$ cat src/sv/vmpu_pkg.sv
// Shared types and constants for the velocity motion pose update block.
// Used by the controller, the datapath and the top level; depends on nothing.
`default_nettype none
package vmpu_pkg;

    localparam int ANGLE_BITS = 16;
    localparam logic [31:0] ANG_MASK = 32'hFFFF_FFFF << (32 - ANGLE_BITS);
    localparam logic [31:0] QUARTER = 32'h4000_0000;
    localparam logic [30:0] TRIG_A = 31'd1686629713;
    localparam logic [30:0] TRIG_B = 31'd688904866;
    localparam logic [30:0] TRIG_C = 31'd76016977;
    localparam logic [31:0] RAD_TO_ANG = 32'd2734261102;

    localparam int NUM_W = 48;
    localparam int DEN_W = 26;
    localparam int CNT_W = $clog2(NUM_W);

    localparam logic [15:0] STEP_TIME_RST = 16'd655;
    localparam logic [11:0] THRESH_RST = 12'd4;

    localparam logic REG_STEP_TIME = 1'b0;
    localparam logic REG_THRESH = 1'b1;

    typedef enum logic [3:0] {
        S_IDLE, S_P, S_ANG, S_VD, S_TRIG, S_STX, S_STY, S_DIFF,
        S_NX, S_NY, S_DIVI, S_DIV, S_UPD, S_OUT
    } t_state;

    typedef enum logic [4:0] {
        OP_NONE, OP_CAPT, OP_P, OP_ANG, OP_VD, OP_TZ, OP_T2, OP_T3, OP_T4,
        OP_STX, OP_STY, OP_DIFF, OP_NX, OP_NY, OP_DIVI, OP_DIVS, OP_UPD
    } t_op;

    typedef struct packed {
        t_op        op;
        logic [1:0] tidx;
        logic       set_pose;
    } t_cmd;

    typedef struct packed {
        logic straight;
    } t_stat;

endpackage
`default_nettype wire

$ cat src/sv/vmpu_ctrl.sv
// Sequencing state machine for the pose update.
// Depends on vmpu_pkg; drives commands into vmpu_dp.
`default_nettype none
module vmpu_ctrl
    import vmpu_pkg::*;
(
    input  wire logic  i_clk,
    input  wire logic  i_rst_n,
    input  wire logic  i_in_valid,
    input  wire logic  i_action,
    input  wire logic  i_out_ready,
    input  wire t_stat i_stat,
    output t_cmd       o_cmd,
    output logic       o_in_ready,
    output logic       o_out_valid
);

    t_state r_state, n_state;
    logic [1:0] r_tidx, n_tidx;
    logic [1:0] r_tstep, n_tstep;
    logic [CNT_W-1:0] r_cnt, n_cnt;
    logic trig_last;

    assign trig_last = (r_tstep == 2'd3) && (i_stat.straight ? (r_tidx == 2'd1)
                                                               : (r_tidx == 2'd3));

    always_comb begin
        n_state = r_state;
        n_tidx = r_tidx;
        n_tstep = r_tstep;
        n_cnt = r_cnt;
        unique case (r_state)
            S_IDLE: begin
                n_tidx = 2'd0;
                n_tstep = 2'd0;
                n_cnt = '0;
                if (i_in_valid) begin
                    n_state = i_action ? S_OUT : S_P;
                end
            end
            S_P:   n_state = S_ANG;
            S_ANG: n_state = i_stat.straight ? S_VD : S_TRIG;
            S_VD:  n_state = S_TRIG;
            S_TRIG: begin
                n_tstep = r_tstep + 2'd1;
                if (r_tstep == 2'd3) begin
                    n_tidx = r_tidx + 2'd1;
                end
                if (trig_last) begin
                    n_state = i_stat.straight ? S_STX : S_DIFF;
                end
            end
            S_STX:  n_state = S_STY;
            S_STY:  n_state = S_UPD;
            S_DIFF: n_state = S_NX;
            S_NX:   n_state = S_NY;
            S_NY:   n_state = S_DIVI;
            S_DIVI: n_state = S_DIV;
            S_DIV: begin
                n_cnt = r_cnt + 1'b1;
                if (r_cnt == CNT_W'(NUM_W - 1)) begin
                    n_state = S_UPD;
                end
            end
            S_UPD: n_state = S_OUT;
            S_OUT: begin
                if (i_out_ready) begin
                    n_state = S_IDLE;
                end
            end
            default: n_state = S_IDLE;
        endcase
    end

    always_comb begin
        o_cmd.op = OP_NONE;
        o_cmd.tidx = r_tidx;
        o_cmd.set_pose = i_action;
        o_in_ready = 1'b0;
        o_out_valid = 1'b0;
        unique case (r_state)
            S_IDLE: begin
                o_in_ready = 1'b1;
                if (i_in_valid) begin
                    o_cmd.op = OP_CAPT;
                end
            end
            S_P:   o_cmd.op = OP_P;
            S_ANG: o_cmd.op = OP_ANG;
            S_VD:  o_cmd.op = OP_VD;
            S_TRIG: begin
                unique case (r_tstep)
                    2'd0: o_cmd.op = OP_TZ;
                    2'd1: o_cmd.op = OP_T2;
                    2'd2: o_cmd.op = OP_T3;
                    default: o_cmd.op = OP_T4;
                endcase
            end
            S_STX:  o_cmd.op = OP_STX;
            S_STY:  o_cmd.op = OP_STY;
            S_DIFF: o_cmd.op = OP_DIFF;
            S_NX:   o_cmd.op = OP_NX;
            S_NY:   o_cmd.op = OP_NY;
            S_DIVI: o_cmd.op = OP_DIVI;
            S_DIV:  o_cmd.op = OP_DIVS;
            S_UPD:  o_cmd.op = OP_UPD;
            S_OUT:  o_out_valid = 1'b1;
            default: o_cmd.op = OP_NONE;
        endcase
    end

    always_ff @(posedge i_clk) begin
        if (!i_rst_n) begin
            r_state <= S_IDLE;
            r_tidx <= 2'd0;
            r_tstep <= 2'd0;
            r_cnt <= '0;
        end else begin
            r_state <= n_state;
            r_tidx <= n_tidx;
            r_tstep <= n_tstep;
            r_cnt <= n_cnt;
        end
    end

endmodule
`default_nettype wire

$ cat config.mk
export PLATFORM = sky130hd
export DESIGN_NAME = vmpu_ctrl
export DESIGN_NICKNAME = d
export VERILOG_FILES = /design/src/sv/vmpu_pkg.sv /design/src/sv/vmpu_ctrl.sv
export SDC_FILE = /design/constraint.sdc
export NUM_CORES = 1
export LEC_CHECK = 0
export BUFFER_PORTS_ARGS = -buffer_cell sky130_fd_sc_hd__buf_2
export CORE_UTILIZATION = 60
export CTS_BUF_LIST = sky130_fd_sc_hd__clkbuf_8
export DETAILED_ROUTE_END_ITERATION = 8
export PLACE_DENSITY = 0.84
export SYNTH_ARGS = -nofsm -noshare
export SYNTH_HDL_FRONTEND = slang
export SYNTH_SLANG_ARGS = --single-unit
$ cat constraint.sdc
create_clock -name i_clk -period 3.85 [get_ports i_clk]
set_clock_uncertainty 0.15 [all_clocks]
set_input_delay 0 -clock i_clk [delete_from_list [all_inputs] [get_ports i_clk]]
set_output_delay 0 -clock i_clk [all_outputs]
set_load 0.02 [all_outputs]
### Yosys cells after proc, flatten, opt, wreduce, memory -nomap -nowiden

Index checks and enable logic that the tools add are counted.

| storage, ports and cells | value |
|---|---|
| register bits after elaboration | 14 |
| word-level logic and storage cells | 56 |
| output and inout port bits | 10 |

| cells by class | value |
|---|---|
| add/subtract/negate cells | 3 |
| reduce and logical (&&, ||, !) cells | 7 |
| eq/ne operators | 24 |
| muxes and demuxes | 18 |

Operators with widths:

| kind | count |
|---|---|
| $pmux W5 S13 | 1 |
| $pmux W4 S14 | 1 |
| $eq A4 B4 Y1 const B | 6 |
| $mux W4 | 5 |
| $eq A4 B3 Y1 const B | 4 |
| $pmux W4 S3 | 1 |
| $pmux W6 S2 | 1 |
| $ne A2 B2 Y1 const B | 5 |
| $eq A4 B2 Y1 const B | 2 |
| $pmux W2 S2 | 2 |
| $add A6 B1 Y6 const B | 1 |
| $eq A2 B2 Y1 const B | 3 |
| $eq A6 B6 Y1 const B | 1 |
| $add A2 B1 Y2 const B | 2 |
| $eq A2 B1 Y1 const B | 2 |
| $eq A4 B1 Y1 const B | 1 |
| $logic_not A4 Y1 | 1 |
| $mux W1 | 4 |
| $mux W2 | 2 |
| $reduce_and A4 Y1 | 1 |
| $reduce_bool A2 Y1 | 2 |
| $mux W3 | 1 |
| $logic_not A2 Y1 | 1 |
| $reduce_and A2 Y1 | 1 |
| $logic_and A1 B1 Y1 | 1 |

### Depth between registers and ports, before layout

| depth | value |
|---|---|
| depth in word-level cells | 5 |
| depth in mapped cells | 6 |
| gate-level depth less buffers | 6 |

### Worst setup path before layout

No wires, ideal clock.

| timing path | value |
|---|---|
| path type | flip-flop to flip-flop |
| start point | register r_state[3] |
| end point | register r_state[3] |
| clock period less this slack | 1655 ps |
| setup slack | 2195 ps |
| arrival time | 1377 ps |
| buffers on the path | 1 |
| required time | 3572 ps |
| cell stages (with the launch flop) | 6 |
| cell sequence | dfxtp_1 buf_2 or4_4 nor4b_1 a221oi_1 nor2_1 |

| on the way | value |
|---|---|
| word-level cells in the longest chain between the ends | 3 |
| elaborated cells on any way between the ends | 20 |

Ends and longest elaborated chain:

| item | line | RTL |
|---|---|---|
| from (decl) | vmpu_ctrl.sv:18 | `t_state r_state, n_state;` |
| from (signal assigned) | vmpu_ctrl.sv:119 | `r_state <= n_state;` |
| $eq A4 B4 Y1 (tied with other cells) | vmpu_ctrl.sv:32 | `unique case (r_state)` |
| $ne A2 B2 Y1 (no line) | -- |  |
| $reduce_and A4 Y1 (no line) | -- |  |

Several ways; a longest one is shown, not always the timed one.
A chain may end at the register's enable or synchronous reset.

==> results.md <==
* Status: finished clean
* Worst slew margin relative to its limit at 0.4542
* Synth Flop Type: dfxtp_1
* DRT iter0 DRCs at 31
* Initial antenna violation count at 0
* Hold Vio Cnt, Final at 0
* Layout Area Growth over Synthesis at 8.810%
* Area leader, netlist: dfxtp_1
* DR vias at slightly above 1k
* R2R cell count at 4
* Final setup vio count at 0
* PortBufs at 15
* DRC Markers at 0
* CP Max Fanout at 25
* Pwr/cell area at 677.9 nW/µm²
* Layout net count at roughly 160
* Fillcell total at between 100 and 150
* Buf/Inv on CP at 2
* Sequential share of power at 0.347
* Worst setup EP type: output pin
* Post-synthesis sequential area ratio at 0.2667
* First-pass GRT wire length at just under 4000 µm
* H-tree depth at 1
* Cell area after synthesis at approximately 1100 µm²
* Final RePlAce weighted congestion at 0.7923
* Distinct cell type count after synthesis at 44
* Max Freq at slightly above 0.4 GHz
* Post_cts resized at 0
* Setup slack, reg-to-reg at 1620 ps
* Gr usage total at 0.2660
* DP Cell Count at 157
* I/O pin cnt at 16
* Inserted Clock Buffers at 3
* Starting Density at 0.6667
* Yosys reg bits at 14
* Post-route clock period utilization at 0.6277
* Core Box Area at around 1600 µm²
* ANT cells at 0
* Total Neg Setup Slack at 0 ps
* RSZ-0062 raised after global routing: false
* Chip width at between 40 and 50 µm
* Req. time, crit path at around 3700 ps
* Die area at 1923 µm²
* R2r startpoint: r_state[2]$_SDFFE_PN0P_
* Clock transition at path regs at ~60 ps
* Switch Pwr at 0.3586 mW
* Avg Cell Area, Syn at 7.561 µm²
* Total gr overflow at 0
* Synthesized instance count at around 140
* Slowest Stage Delay on Critical Path at about 810 ps
* Leakage at 0.4777 nW
* CTS tree: yes
* Worst hold endpoint: o_cmd[0]
* HP Class: input pin to output pin
* Crit path max-delay family: flip-flops
* Mapped Nets at 149
* Hold_sp: i_action
* Synth async-reset ratio at 0
* Detailed Route WL at 2369 µm
* Rows at 14
* Arr. time, crit path at 2270 ps
* Startpoint Class: flop
* Avg WL per Cell at around 15 µm
* Post-CTS Setup Bufs at 0
* Worst Path Class, Setup: flop to output pin
* Worst-path cell chain: inv_1 > or3_1 > o32ai_1 > a22o_1 > buf_2
* Ys Warns at 0
* Largest net degree at the start of global routing at 29
* Hold Crit Depth at 2
* Clock tree buffer depth at 2
* Int Pwr at around 0.42 mW
* Dpl hpwl at between 1500 and 2000 µm
* Top cells by area, synth: dfxtp_1 (27%), nor2_1 (6.8%), nand2_1 (5.7%)
* Die Ht at 43.86 µm
* Sw frac at 0.4626
* Number of synthesized flops with an enable pin at 0
* Combinational power share at 0.464
* # clock sinks at 14
* Reg2reg end: r_state[2]$_SDFFE_PN0P_
* Maxcap violations at 0
* Worst-Margin Slew at just over 800 ps
* Post-detailed-route via-to-cell ratio at ~6.4
* Crit path max-delay cell type: dfxtp_1
* Root buffer cell: clkbuf_8
* Crit path time final at between 2000 and 2500 ps
* Share of layout cells above drive strength 1 at 0.1849
* DRT Pass-1 Iters at 4
* Clk Latency, worst-skew pair at around 250 ps
* Post-Layout Cell Count at ~160
* Routed Antenna Nets at 0
* Clock power frac at 0.189
* Hold buffers post-CTS at 1
* Synth top area share at 0.2667
* Max IR drop VDD at around 0.64 mV
* Vias in the first global route at approximately 850
* Fin. max-slew vios at 0
-- sequential cells by signal (all words and copies together) (netlist names) --
signal	cells
r_tstep	2
r_tidx	2
r_cnt	6
r_state	4
-- worst max path at each step --
| stage | startpoint | to | slack [ps] | cells past startpoint |
|---|---|---|---|---|
| after floorplan | r_state[3]$_SDFFE_PN0P_ | r_state[3]$_SDFFE_PN0P_ | 2200 | 5 |
| after global placement | r_state[2]$_SDFFE_PN0P_ | r_state[0]$_SDFFE_PN0P_ | 1820 | 4 |
| after detailed placement | r_state[2]$_SDFFE_PN0P_ | r_state[2]$_SDFFE_PN0P_ | 1700 | 4 |
| after CTS | r_state[2]$_SDFFE_PN0P_ | o_cmd[3] | 1470 | 5 |
| after global routing | r_state[2]$_SDFFE_PN0P_ | o_cmd[3] | 1300 | 5 |
| final | r_state[2]$_SDFFE_PN0P_ | o_cmd[3] | 1430 | 5 |
-- metal layers --
metal  wire length [µm]  up-vias  GRT usage
li1                   -      514          -
met1               1102      479     0.3452
met2               1121       37     0.4507
met3                120        4    0.06250
met4                 24        0    0.05455
met5                  0        -          0
-- metrics by stage --
step	power [mW]	utilization	area (µm²)	hold WS (ps)	setup WS [ps]
final	0.7752	0.7254	1144	101.1	1433
after global routing	0.8226	0.7254	1144	115.4	1302
after CTS	0.7682	0.7254	1144	102.0	1466
after detailed placement	0.6190	0.6841	1079	102.0	1703
after global placement	0.6030	0.6841	1079	98.60	1821
after floorplan	0.5517	-	1051	-37.41	2195
-- layout by cell type (no fill, tap or decap), types with 2 or more instances in the layout --
cell type   n
xor2_1      2
nand4_1     2
nor3_1      3
ha_1        4
inv_1       6
a21oi_1     8
mux2_2      4
nand2b_1    4
o21ai_0     7
or3_1       3
a31oi_1     2
nor2_1     19
dfxtp_1    14
and4b_1     2
clkbuf_8    4
mux2i_1     3
a2111oi_0   2
o32ai_1     2
nand4b_1    2
nand3_1     2
buf_2      15
nand2_1    16
-- cell families (layout without fill, tap and decap cells) --
kind of cell | after synthesis | in the layout | synth area share
AND/OR/NAND/NOR | 60 | 60 | 0.2988
buffers and inverters | 19 | 26 | 0.08572
multiplexers | 7 | 7 | 0.07143
adder cells (fa/ha/maj) | 4 | 4 | 0.04762
XOR/XNOR | 2 | 2 | 0.01667
flip-flops | 14 | 14 | 0.2667
AO/OA/AOI/OAI | 33 | 33 | 0.2131
-- power groups by stage --
stage | sequential [mW] | combinational (mW) | clock [mW]
3_5_place_dp | 0.267 | 0.352 | 0
6_report | 0.269 | 0.359 | 0.147
4_1_cts | 0.264 | 0.359 | 0.146
3_3_place_gp | 0.262 | 0.341 | 0
5_1_grt | 0.278 | 0.392 | 0.153
2_1_floorplan | 0.184 | 0.368 | 0
-- Yosys cell counts, drive strengths merged, types with 2 or more instances --
cell type,count
a2111oi,2
nand2,16
nand4b,2
or3,3
clkbuf,3
o32ai,2
dfxtp,14
mux2,4
mux2i,3
a21oi,9
nor3,3
xor2,2
nand3,2
o21ai,7
buf,10
a31oi,2
nand2b,4
and4b,2
or4,2
ha,4
nand4,2
inv,6
nor2,19
-- cell type report --
cell class                 instances  area (µm²)  share of cell area
tap                               16       20.02             0.01751
inverter                           6       22.52             0.01969
multi-input combinational        106       680.7              0.5952
clock buffer                       4       55.05             0.04814
sequential                        14       280.3              0.2451
timing repair buffer              16       85.08             0.07440
(Power assumes the default switching activity.)
